--- config.mk ---
export PLATFORM = sky130hd
export DESIGN_NAME = most_frequent_byte_tracker_core
export DESIGN_NICKNAME = d
export VERILOG_FILES = /design/src/mfbt_pkg.sv /design/src/most_frequent_byte_tracker_core.sv /design/src/mfbt_count_ram.sv /design/src/mfbt_hist.sv
export SDC_FILE = /design/constraint.sdc
export NUM_CORES = 2
export LEC_CHECK = 0
export BUFFER_PORTS_ARGS = -buffer_cell sky130_fd_sc_hd__clkbuf_2
export CAP_MARGIN = 20
export CELL_PAD_IN_SITES_DETAIL_PLACEMENT = 1
export CELL_PAD_IN_SITES_GLOBAL_PLACEMENT = 1
export CORE_MARGIN = 1
export CORE_UTILIZATION = 46
export CTS_BUF_LIST = sky130_fd_sc_hd__clkbuf_8 sky130_fd_sc_hd__clkbuf_16
export DETAILED_ROUTE_END_ITERATION = 8
export PLACE_DENSITY = 0.64
export SLEW_MARGIN = 10
export SYNTH_ARGS = -nofsm -noshare
export SYNTH_HDL_FRONTEND = slang
export SYNTH_SLANG_ARGS = --single-unit
--- constraint.sdc ---
create_clock -name aclk -period 15.1 [get_ports aclk]
set_input_delay 2.265 -clock aclk [delete_from_list [all_inputs] [get_ports aclk]]
set_output_delay 2.265 -clock aclk [all_outputs]
set_load 0.03 [all_outputs]
--- src/mfbt_pkg.sv ---
`timescale 1ns / 1ps
`default_nettype none
// ----------------------------------------------------------------------------
// mfbt_pkg
// Shared constants and types for the most-frequent-byte tracker.
// ----------------------------------------------------------------------------
package mfbt_pkg;

    localparam int MAX_LEN = 1024;                  // count saturation point
    localparam int CHAR_W  = 8;                     // byte width
    localparam int DEPTH   = 256;                   // histogram entries
    localparam int CNT_W   = $clog2(MAX_LEN + 1);   // stored count width
    localparam int OUT_W   = 11;                    // mode_count port width

    typedef logic [CHAR_W-1:0] char_t;
    typedef logic [CNT_W-1:0]  cnt_t;

    // Histogram write-back from the update stage.
    typedef struct packed {
        logic  en;      // write count at addr
        char_t addr;
        cnt_t  cnt;
        logic  clear;   // end of string: drop all entries after this write
    } hist_upd_t;

endpackage : mfbt_pkg
`default_nettype wire

--- src/most_frequent_byte_tracker_core.sv ---
`timescale 1ns / 1ps
`default_nettype none
// ----------------------------------------------------------------------------
// most_frequent_byte_tracker_core
// Byte histogram mode: streams bytes, reports the byte that first reached
// the highest occurrence count at each end-of-string transfer.
// ----------------------------------------------------------------------------
//  Channel  Dir  Ports                                  Transfer
//  s_       in   s_char_in, s_end_of_string             s_valid & s_ready
//  m_       out  m_mode_char, m_mode_count              m_valid & m_ready
//
// One byte per cycle sustained. A byte is read from the count RAM on the
// cycle it transfers and updated from the registered RAM read data; the
// last write is forwarded so back-to-back repeats of a byte count right.
// Reset clears the valid bits at once: no clearing pass, s_ready is high
// the cycle after reset. Only an end-of-string byte can stall: it waits in
// the update stage while the result register still holds an untaken result.
// ----------------------------------------------------------------------------
module most_frequent_byte_tracker_core (
    input  wire logic            aclk,
    input  wire logic            aresetn,
    input  wire logic            s_valid,
    output logic                 s_ready,
    input  wire mfbt_pkg::char_t s_char_in,
    input  wire logic            s_end_of_string,
    output logic                 m_valid,
    input  wire logic            m_ready,
    output logic [7:0]           m_mode_char,
    output logic [10:0]          m_mode_count
);
    import mfbt_pkg::*;

    // Update stage (item whose count is being read back)
    logic  s1_valid_reg;
    char_t s1_char_reg;
    logic  s1_last_reg;
    logic  s1_adv;
    logic  s_xfer;

    cnt_t      cur_cnt;
    cnt_t      new_cnt;
    hist_upd_t upd;

    // Running best of the current string
    char_t best_char_reg;
    cnt_t  best_cnt_reg;
    char_t best_char_next;
    cnt_t  best_cnt_next;
    logic  best_take;

    // Result register
    logic  m_valid_reg;
    char_t m_char_reg;
    cnt_t  m_cnt_reg;

    // A last byte may move on only if the result register frees up.
    assign s1_adv  = s1_valid_reg && (!s1_last_reg || !m_valid_reg || m_ready);
    assign s_ready = !s1_valid_reg || s1_adv;
    assign s_xfer  = s_valid && s_ready;

    mfbt_hist u_hist (
        .aclk      (aclk),
        .aresetn   (aresetn),
        .rd_en     (s_xfer),
        .rd_addr   (s_char_in),
        .look_addr (s1_char_reg),
        .upd       (upd),
        .look_cnt  (cur_cnt)
    );

    // Saturating increment
    assign new_cnt = (cur_cnt < cnt_t'(MAX_LEN)) ? cur_cnt + cnt_t'(1) : cur_cnt;

    always_comb begin
        upd.en    = s1_adv;
        upd.addr  = s1_char_reg;
        upd.cnt   = new_cnt;
        upd.clear = s1_last_reg;
    end

    // Strictly greater: ties keep the byte that got there first.
    assign best_take      = new_cnt > best_cnt_reg;
    assign best_char_next = best_take ? s1_char_reg : best_char_reg;
    assign best_cnt_next  = best_take ? new_cnt : best_cnt_reg;

    always_ff @(posedge aclk) begin
        if (!aresetn) begin
            s1_valid_reg <= 1'b0;
        end else if (s_ready) begin
            s1_valid_reg <= s_valid;
        end
    end

    always_ff @(posedge aclk) begin
        if (s_xfer) begin
            s1_char_reg <= s_char_in;
            s1_last_reg <= s_end_of_string;
        end
    end

    always_ff @(posedge aclk) begin
        if (!aresetn) begin
            best_char_reg <= '0;
            best_cnt_reg  <= '0;
        end else if (s1_adv) begin
            if (s1_last_reg) begin
                best_char_reg <= '0;
                best_cnt_reg  <= '0;
            end else begin
                best_char_reg <= best_char_next;
                best_cnt_reg  <= best_cnt_next;
            end
        end
    end

    always_ff @(posedge aclk) begin
        if (!aresetn) begin
            m_valid_reg <= 1'b0;
        end else if (s1_adv && s1_last_reg) begin
            m_valid_reg <= 1'b1;
        end else if (m_ready) begin
            m_valid_reg <= 1'b0;
        end
    end

    always_ff @(posedge aclk) begin
        if (s1_adv && s1_last_reg) begin
            m_char_reg <= best_char_next;
            m_cnt_reg  <= best_cnt_next;
        end
    end

    assign m_valid      = m_valid_reg;
    assign m_mode_char  = m_char_reg;
    assign m_mode_count = OUT_W'(m_cnt_reg);

endmodule : most_frequent_byte_tracker_core
`default_nettype wire

--- src/mfbt_count_ram.sv ---
`timescale 1ns / 1ps
`default_nettype none
// ----------------------------------------------------------------------------
// mfbt_count_ram
// Count storage: one write port, one read port, registered read data.
// ----------------------------------------------------------------------------
module mfbt_count_ram (
    input  wire logic           aclk,
    input  wire logic           wr_en,
    input  wire mfbt_pkg::char_t wr_addr,
    input  wire mfbt_pkg::cnt_t  wr_data,
    input  wire logic           rd_en,
    input  wire mfbt_pkg::char_t rd_addr,
    output mfbt_pkg::cnt_t       rd_data
);
    import mfbt_pkg::*;

    cnt_t mem [DEPTH];
    cnt_t rd_data_reg;

    always_ff @(posedge aclk) begin
        if (wr_en) begin
            mem[wr_addr] <= wr_data;
        end
    end

    // Read-before-write on a same-address collision; the caller forwards.
    always_ff @(posedge aclk) begin
        if (rd_en) begin
            rd_data_reg <= mem[rd_addr];
        end
    end

    assign rd_data = rd_data_reg;

endmodule : mfbt_count_ram
`default_nettype wire

--- src/mfbt_hist.sv ---
`timescale 1ns / 1ps
`default_nettype none
// ----------------------------------------------------------------------------
// mfbt_hist
// Histogram: count RAM, per-entry valid bits and write forwarding.
// ----------------------------------------------------------------------------
module mfbt_hist (
    input  wire logic              aclk,
    input  wire logic              aresetn,
    input  wire logic              rd_en,
    input  wire mfbt_pkg::char_t   rd_addr,
    input  wire mfbt_pkg::char_t   look_addr,   // address read last time rd_en was high
    input  wire mfbt_pkg::hist_upd_t upd,
    output mfbt_pkg::cnt_t         look_cnt
);
    import mfbt_pkg::*;

    cnt_t ram_data;

    logic [DEPTH-1:0] valid_reg;
    logic [DEPTH-1:0] valid_next;

    // Last write: newer than the RAM read data when addresses collide.
    char_t fwd_addr_reg;
    cnt_t  fwd_cnt_reg;

    mfbt_count_ram u_ram (
        .aclk    (aclk),
        .wr_en   (upd.en),
        .wr_addr (upd.addr),
        .wr_data (upd.cnt),
        .rd_en   (rd_en),
        .rd_addr (rd_addr),
        .rd_data (ram_data)
    );

    always_comb begin
        valid_next = valid_reg;
        if (upd.en) begin
            if (upd.clear) begin
                valid_next = '0;
            end else begin
                valid_next[upd.addr] = 1'b1;
            end
        end
    end

    always_ff @(posedge aclk) begin
        if (!aresetn) begin
            valid_reg <= '0;
        end else begin
            valid_reg <= valid_next;
        end
    end

    always_ff @(posedge aclk) begin
        if (upd.en) begin
            fwd_addr_reg <= upd.addr;
            fwd_cnt_reg  <= upd.cnt;
        end
    end

    // Invalid entry reads as zero; valid bits already reflect every write.
    always_comb begin
        if (!valid_reg[look_addr]) begin
            look_cnt = '0;
        end else if (fwd_addr_reg == look_addr) begin
            look_cnt = fwd_cnt_reg;
        end else begin
            look_cnt = ram_data;
        end
    end

endmodule : mfbt_hist
`default_nettype wire

### Word level (Yosys, flattened, before mapping)

Memory sizes are Yosys's and may differ from the RTL's. A register that Yosys moved wholly into a read port is not among the register bits.
Cells that the tools add are included.

* memory bits (writable): 2816
* logic and storage cells: 46
* memories: 1
* register bits: 324
* bits of input ports: 13

* bitwise gates (word level): 1
* multiplexer cells: 16
* add/sub/neg operators: 1
* order comparisons: 4
* eq/ne operators: 1
* reductions and logical operators: 11

Memory list
* u_hist.u_ram.mem: words 256, width 11, read ports 1, clocked after Yosys merged registers in 1, wr ports 1, line mfbt_count_ram.sv:18 `cnt_t mem [DEPTH];`

Operators with widths (number)
* $mux 256: 1
* $or 256x256->256: 1
* $mux 11: 5
* $mux 8: 2
* $add 11x1->11 const B: 1
* $gt 11x11->1: 1
* $lt 11x11->1 const B: 1
* $lt 8x9->1 const B: 1
* $bmux 1 s8: 1
* $demux 1 s8: 1
* $eq 8x8->1: 1
* $ge 8x1->1 const B: 1
* $mux 1: 6
* $logic_and 1x1->1: 4
* $logic_not 1->1: 3
* $logic_or 1x1->1: 3
* $reduce_bool 2->1: 1

### Longest topological paths before layout

* depth in word-level cells: 8
* gate-level depth with buffers: 29

### Cells and area by module

From an unflattened synthesis, not the netlist that was laid out.

* cells, all modules: 6299
* area total of the unflattened synthesis: 122251.0 um^2

Modules (own cells, without submodules)
* mfbt_count_ram: area each 108823.1 um^2, cells an instance 4999, seq. area each 84891.4 um^2, times used 1
* mfbt_hist: area each 11116.9 um^2, cells an instance 1124, seq. area each 5695.5 um^2, times used 1
* most_frequent_byte_tracker_core: area each 2311.0 um^2, cells an instance 176, seq. area each 1261.2 um^2, times used 1

### Worst setup path before layout

OpenSTA, ideal clock, no wires.

* path type: flip-flop to flip-flop
* from: register s1_char_reg[1]
* to: register m_char_reg[2], in the netlist m_mode_char[2] (data pin)
* setup time: 0.260 ns
* period minus slack after synthesis: 12.578 ns
* slack: 2.522 ns
* arrival time: 12.318 ns
* data required time: 14.840 ns
* path buffers: 8
* stages on the path, launching flop included: 25
* path through: edfxtp_1 -> buf_6 -> buf_12 -> buf_12 -> buf_2 -> clkbuf_1 -> o22ai_1 -> a211oi_1 -> a211o_1 -> a2111o_1 -> nand2_4 -> buf_4 -> nor2_1 -> ha_1 -> clkbuf_1 -> nor4b_1 -> o21ai_0 -> a21oi_1 -> ha_1 -> nand3_1 -> nor3_1 -> a21oi_1 -> o21a_1 -> clkbuf_1 -> mux2_2

* word-level cells in the longest chain between the ends: 7
* elaborated cells between the ends (all ways): 10
* those cells by class: add/sub: 1; order compare: 2; eq/ne: 1; mux: 6

RTL lines
* from (decl): line most_frequent_byte_tracker_core.sv:35 `char_t s1_char_reg;`
* from (signal assigned): line most_frequent_byte_tracker_core.sv:96 `s1_char_reg <= s_char_in;`
* $bmux 1 s8 / $eq 8x8->1 (equally long branches): line mfbt_hist.sv:65, mfbt_hist.sv:67
* $mux 1 (not written as such) / $mux 11 (equally long branches): line mfbt_hist.sv:65, mfbt_hist.sv:67
* $mux 11 *: line mfbt_hist.sv:65 `if (!valid_reg[look_addr]) begin`
* $add 11x1->11 / $lt 11x11->1 (equally long branches): line most_frequent_byte_tracker_core.sv:72 `assign new_cnt = (cur_cnt < cnt_t'(MAX_LEN)) ? cur_cnt + cnt_t'(1) : cur_cnt;`
* $mux 11 *: line most_frequent_byte_tracker_core.sv:72
* via new_cnt[10]: line most_frequent_byte_tracker_core.sv:41 `cnt_t new_cnt;`
* $gt 11x11->1 *: line most_frequent_byte_tracker_core.sv:82 `assign best_take = new_cnt > best_cnt_reg;`
* $mux 8 *: line most_frequent_byte_tracker_core.sv:83 `assign best_char_next = best_take ? s1_char_reg : best_char_reg;`
* via best_char_next[2]: line most_frequent_byte_tracker_core.sv:47 `char_t best_char_next;`
* to (signal assigned): line most_frequent_byte_tracker_core.sv:128 `m_char_reg <= best_char_next;`
* to (decl): line most_frequent_byte_tracker_core.sv:53 `char_t m_char_reg;`

The timed path passes the listed nets; every way through them passes the cells marked *. The select of a mux whose other input is x is not followed.
A chain may end at the register's enable or synchronous reset.

### Final worst setup path

* from: register s1_char_reg[1]
* to: register best_cnt_reg[2]

* word-level cells in the longest chain between the ends: 8
* elaborated cells between the ends (all ways): 11
* those cells by class: add/sub: 1; order compare: 2; eq/ne: 1; mux: 7

RTL lines
* $bmux 1 s8 / $eq 8x8->1 (equally long branches): line mfbt_hist.sv:65, mfbt_hist.sv:67
* $mux 1 (not written as such) / $mux 11 (equally long branches): line mfbt_hist.sv:65, mfbt_hist.sv:67
* $mux 11 *: line mfbt_hist.sv:65
* $add 11x1->11 / $lt 11x11->1 (equally long branches): line most_frequent_byte_tracker_core.sv:72
* $mux 11 *: line most_frequent_byte_tracker_core.sv:72
* via new_cnt[2]: line most_frequent_byte_tracker_core.sv:41
* $gt 11x11->1: line most_frequent_byte_tracker_core.sv:82
* $mux 11 *: line most_frequent_byte_tracker_core.sv:84 `assign best_cnt_next = best_take ? new_cnt : best_cnt_reg;`
* $mux 11 *: line most_frequent_byte_tracker_core.sv:106 `if (s1_last_reg) begin`
* to (signal assigned): line most_frequent_byte_tracker_core.sv:111 `best_cnt_reg <= best_cnt_next;`
* to (decl): line most_frequent_byte_tracker_core.sv:46 `cnt_t best_cnt_reg;`

Marks and branches as above.

==> flow_summary.yaml <==
run_status:
  status: "finished clean"
power:
  pwr-share-clk_pct: 42.2
  power.internal_mw: 14.7
  p_seq_share_pct: 51.9
  p_sw_share_pct: 21.7
  leakagePower_nw: 43.2
  vdd_drop_max_v: 0.000128
  p_per_area_mw_per_mm2: 137
  p_sw_mw: 4.08
  combPwrFrac_pct: 5.9
layout:
  final_core_util_pct: 52.7
  design_area_mm2: 0.137
  largest_reg_flops: 2816
  fillers: 22158
  area_growth_pct: 13.4
  nets: 5588
  drive_gt1_share_pct: 33.2
  stdcell_count: 9310
logic_synthesis:
  synth_top_area_share_pct: 71.4
  syn_inst: 5303
  yosysWarnings: 0
  synth-main-ff-cell: "edfxtp_1"
  synth_area_mm2: 0.121
  synth_edf_count: 2874
  synth_top_area_cell: "edfxtp_1"
  async_flop_share_pct: 0
  syn_nets: 5328
  ys_types: 74
  ys_ff_latch: 3151
  ys_seq_area_share_pct: 75.9
  synthTopCellsByArea: "edfxtp_1 (71%), mux4_2 (18%), dfxtp_1 (4.6%)"
  syn_area_per_cell_um2: 22.8
clocking:
  insertion_delay_ns: 0.98
  ctsResizeCount: 0
  clkTransAtPathRegs_ns: 0.06
  cts.sinks: 3151
  cts_root_buffer: "clkbuf_16"
  cts_tree: "done"
  post-cts-setup-buffers: 0
  cts_buffer_depth: 4
  htreeDepth: 5
  cts_buffers: 338
  holdBufCountCts: 0
placed_design:
  gp_congestion: 0.827
  io_buffer_count: 33
  placed_area_mm2: 0.126
  place_inst: 8709
  dp_hpwl_um: 189000
critical_path:
  end_kind: "flop"
  crit_arrival_ns: 8.97
  crit_family: "compound AO/OA/AOI/OAI gates"
  reg2reg_from: "s1_char_reg[1]$_DFFE_PP_"
  startpoint_type: "flop"
  crit_type: "reg2reg"
  path_buf_inv: 2
  cp_max_fo: 56
  crit_required_ns: 15.96
  crit_slowest_cell: "edfxtp_1"
  cpMostUsedCell: "o21a_1"
  crit_start: "s1_char_reg[1]$_DFFE_PP_"
  path_cells: "buf_4, mux4_1, mux4_2, o2111ai_2, o311ai_2, nand2_4, nor2_1, ha_1, mux2i_1, nand2_4, ha_1, o21a_1, o21a_1, o21ai_0, a21oi_1, o21a_1, o21ai_1, buf_4, a21oi_1, a311oi_1"
  worst_path_largest_cell_delay_ns: 0.97
floorplanning:
  num_rows: 187
  die_y_um: 515
  die_area_mm2: 0.265
  start_util_pct: 46.4
  die_w_um: 515
  core_mm2: 0.260
  ios: 34
min_path:
  min_path_type: "reg2reg"
  hold_path_startpoint: "u_hist.valid_reg[142]$_SDFFE_PN0P_"
drt:
  routed_wl_um: 315000
  vias: 56802
  drcViolationCount: 0
  antenna_left: 0
  vias_per_cell: 6.10
  first_pass_iters: 5
  initialDrtViolationCount: 6246
  drt-wirelength-per-cell_um: 33.9
sta:
  setup_viol: 0
  max_freq_mhz: 123
  clock_skew_ns: 0.0611
  tns_ns: 0
  period_minus_slack_ns: 8.11
  relSlewSlack_pct: 12.9
  slew_violations: 0
  rsz0062_at_grt: "no"
  finalHoldViolCount: 0
  timing.hold.ws_ns: 0.462
  period_share_pct: 53.7
  worst_slew_pin_slew_ns: 1.31
global_routing:
  grt_antenna_before_repair: 24
  gr-total-overflow: 0
  grt_max_degree: 164
  grt_pass1_vias: 58817
  grt_use_total_pct: 24.0
  grt_first_pass_wirelength_um: 448000
flow_run:
  maxCapViolCount: 0
-- cell families (layout without fill, tap and decap cells) --
family | Yosys count | after routing | synth area share, %
multiplexers | 1049 | 1049 | 19.1
AND/OR/NAND/NOR | 409 | 409 | 1.43
flip-flops | 3151 | 3151 | 75.9
other | 0 | 6 | 0
AO/OA/AOI/OAI | 333 | 333 | 2.06
buffers and inverters | 331 | 836 | 1.20
XOR/XNOR | 18 | 18 | 0.137
adder cells (fa/ha/maj) | 12 | 12 | 0.124
-- synth_stat cells (all sizes together) (3+ instances only) --
library cell / number
xor2: 7
mux4: 1002
nand4: 9
nor2: 292
and3: 6
inv: 19
o211ai: 4
buf: 117
edfxtp: 2874
o21a: 260
nand3: 17
o21ai: 10
o31ai: 5
a22oi: 11
dfxtp: 277
ha: 12
a21oi: 13
nor2b: 12
mux2: 23
clkbuf: 192
nor3: 4
a31oi: 4
nand2b: 8
xnor2: 11
mux2i: 24
nand2: 48
nor3b: 3
-- power by group through the flow --
| stage | clock network (mW) | logic (mW) | registers, mW |
|---|---|---|---|
| floorplan | 0 | 0.658 | 10.0 |
| global placement | 0 | 1.07 | 9.93 |
| detailed placement | 0 | 1.11 | 9.94 |
| CTS | 8.05 | 1.11 | 9.75 |
| global route | 8.34 | 1.17 | 9.75 |
| finish | 7.92 | 1.11 | 9.75 |
-- through the flow --
| stage | power [mW] | worst slack, ns |
|---|---|---|
| finish | 18.8 | 6.99 |
| global route | 19.3 | 6.31 |
| CTS | 18.9 | 6.98 |
| detailed placement | 11.0 | 7.05 |
| global placement | 11.0 | 7.10 |
| floorplan | 10.7 | 2.52 |
-- per-layer routing --
metal / global-route usage [%] / part of all wire, %
met4: 5.90 / 2.4
met3: 3.95 / 6.3
met2: 38.3 / 48
met5: 0 / 0.0086
met1: 34.6 / 43
-- final cells by class --
cell class	instances	area, um2	area share [%]
Clock inverter	235	1760	1.28
Sequential cell	3151	91800	67.0
Clock buffer	350	8700	6.34
Timing Repair Buffer	230	2090	1.53
Tap cell	3496	4370	3.19
Inverter	21	78.8	0.0575
Antenna cell	6	15.0	0.0109
Multi-Input combinational cell	1821	28300	20.6
-- final timing paths --
path                                         to  slack [ns]  cells after the start
min          u_hist.valid_reg[142]$_SDFFE_PN0P_        0.46                      1
max                best_cnt_reg[2]$_SDFFE_PN0P_        6.99                     20
max reg2reg        best_cnt_reg[2]$_SDFFE_PN0P_        6.99                     20
min reg2reg  u_hist.valid_reg[142]$_SDFFE_PN0P_        0.46                      1
-- placed cells by master (no fill, tap or decap), types with 7 or more instances in the layout --
cell type | netlist | routed
nand2b_1 | 8 | 8
nand2_1 | 47 | 46
clkinvlp_4 | 0 | 13
o21ai_0 | 8 | 8
ha_1 | 12 | 12
a22oi_1 | 11 | 11
clkinv_2 | 0 | 43
clkbuf_2 | 0 | 27
buf_12 | 2 | 8
a21oi_1 | 13 | 12
bufinv_16 | 0 | 27
nor2_2 | 1 | 206
mux2_2 | 21 | 21
nand4_1 | 8 | 8
inv_1 | 19 | 101
o21a_1 | 260 | 260
clkinv_1 | 2 | 62
mux4_2 | 993 | 993
dfxtp_1 | 277 | 277
mux4_1 | 9 | 9
buf_4 | 5 | 163
xor2_1 | 7 | 7
clkbuf_16 | 0 | 345
mux2i_1 | 24 | 24
nor2_1 | 290 | 79
nor2b_1 | 12 | 11
buf_16 | 0 | 9
buf_8 | 2 | 20
xnor2_1 | 10 | 10
edfxtp_1 | 2874 | 2874
nand3_1 | 17 | 10
(Power assumes the default switching activity.)
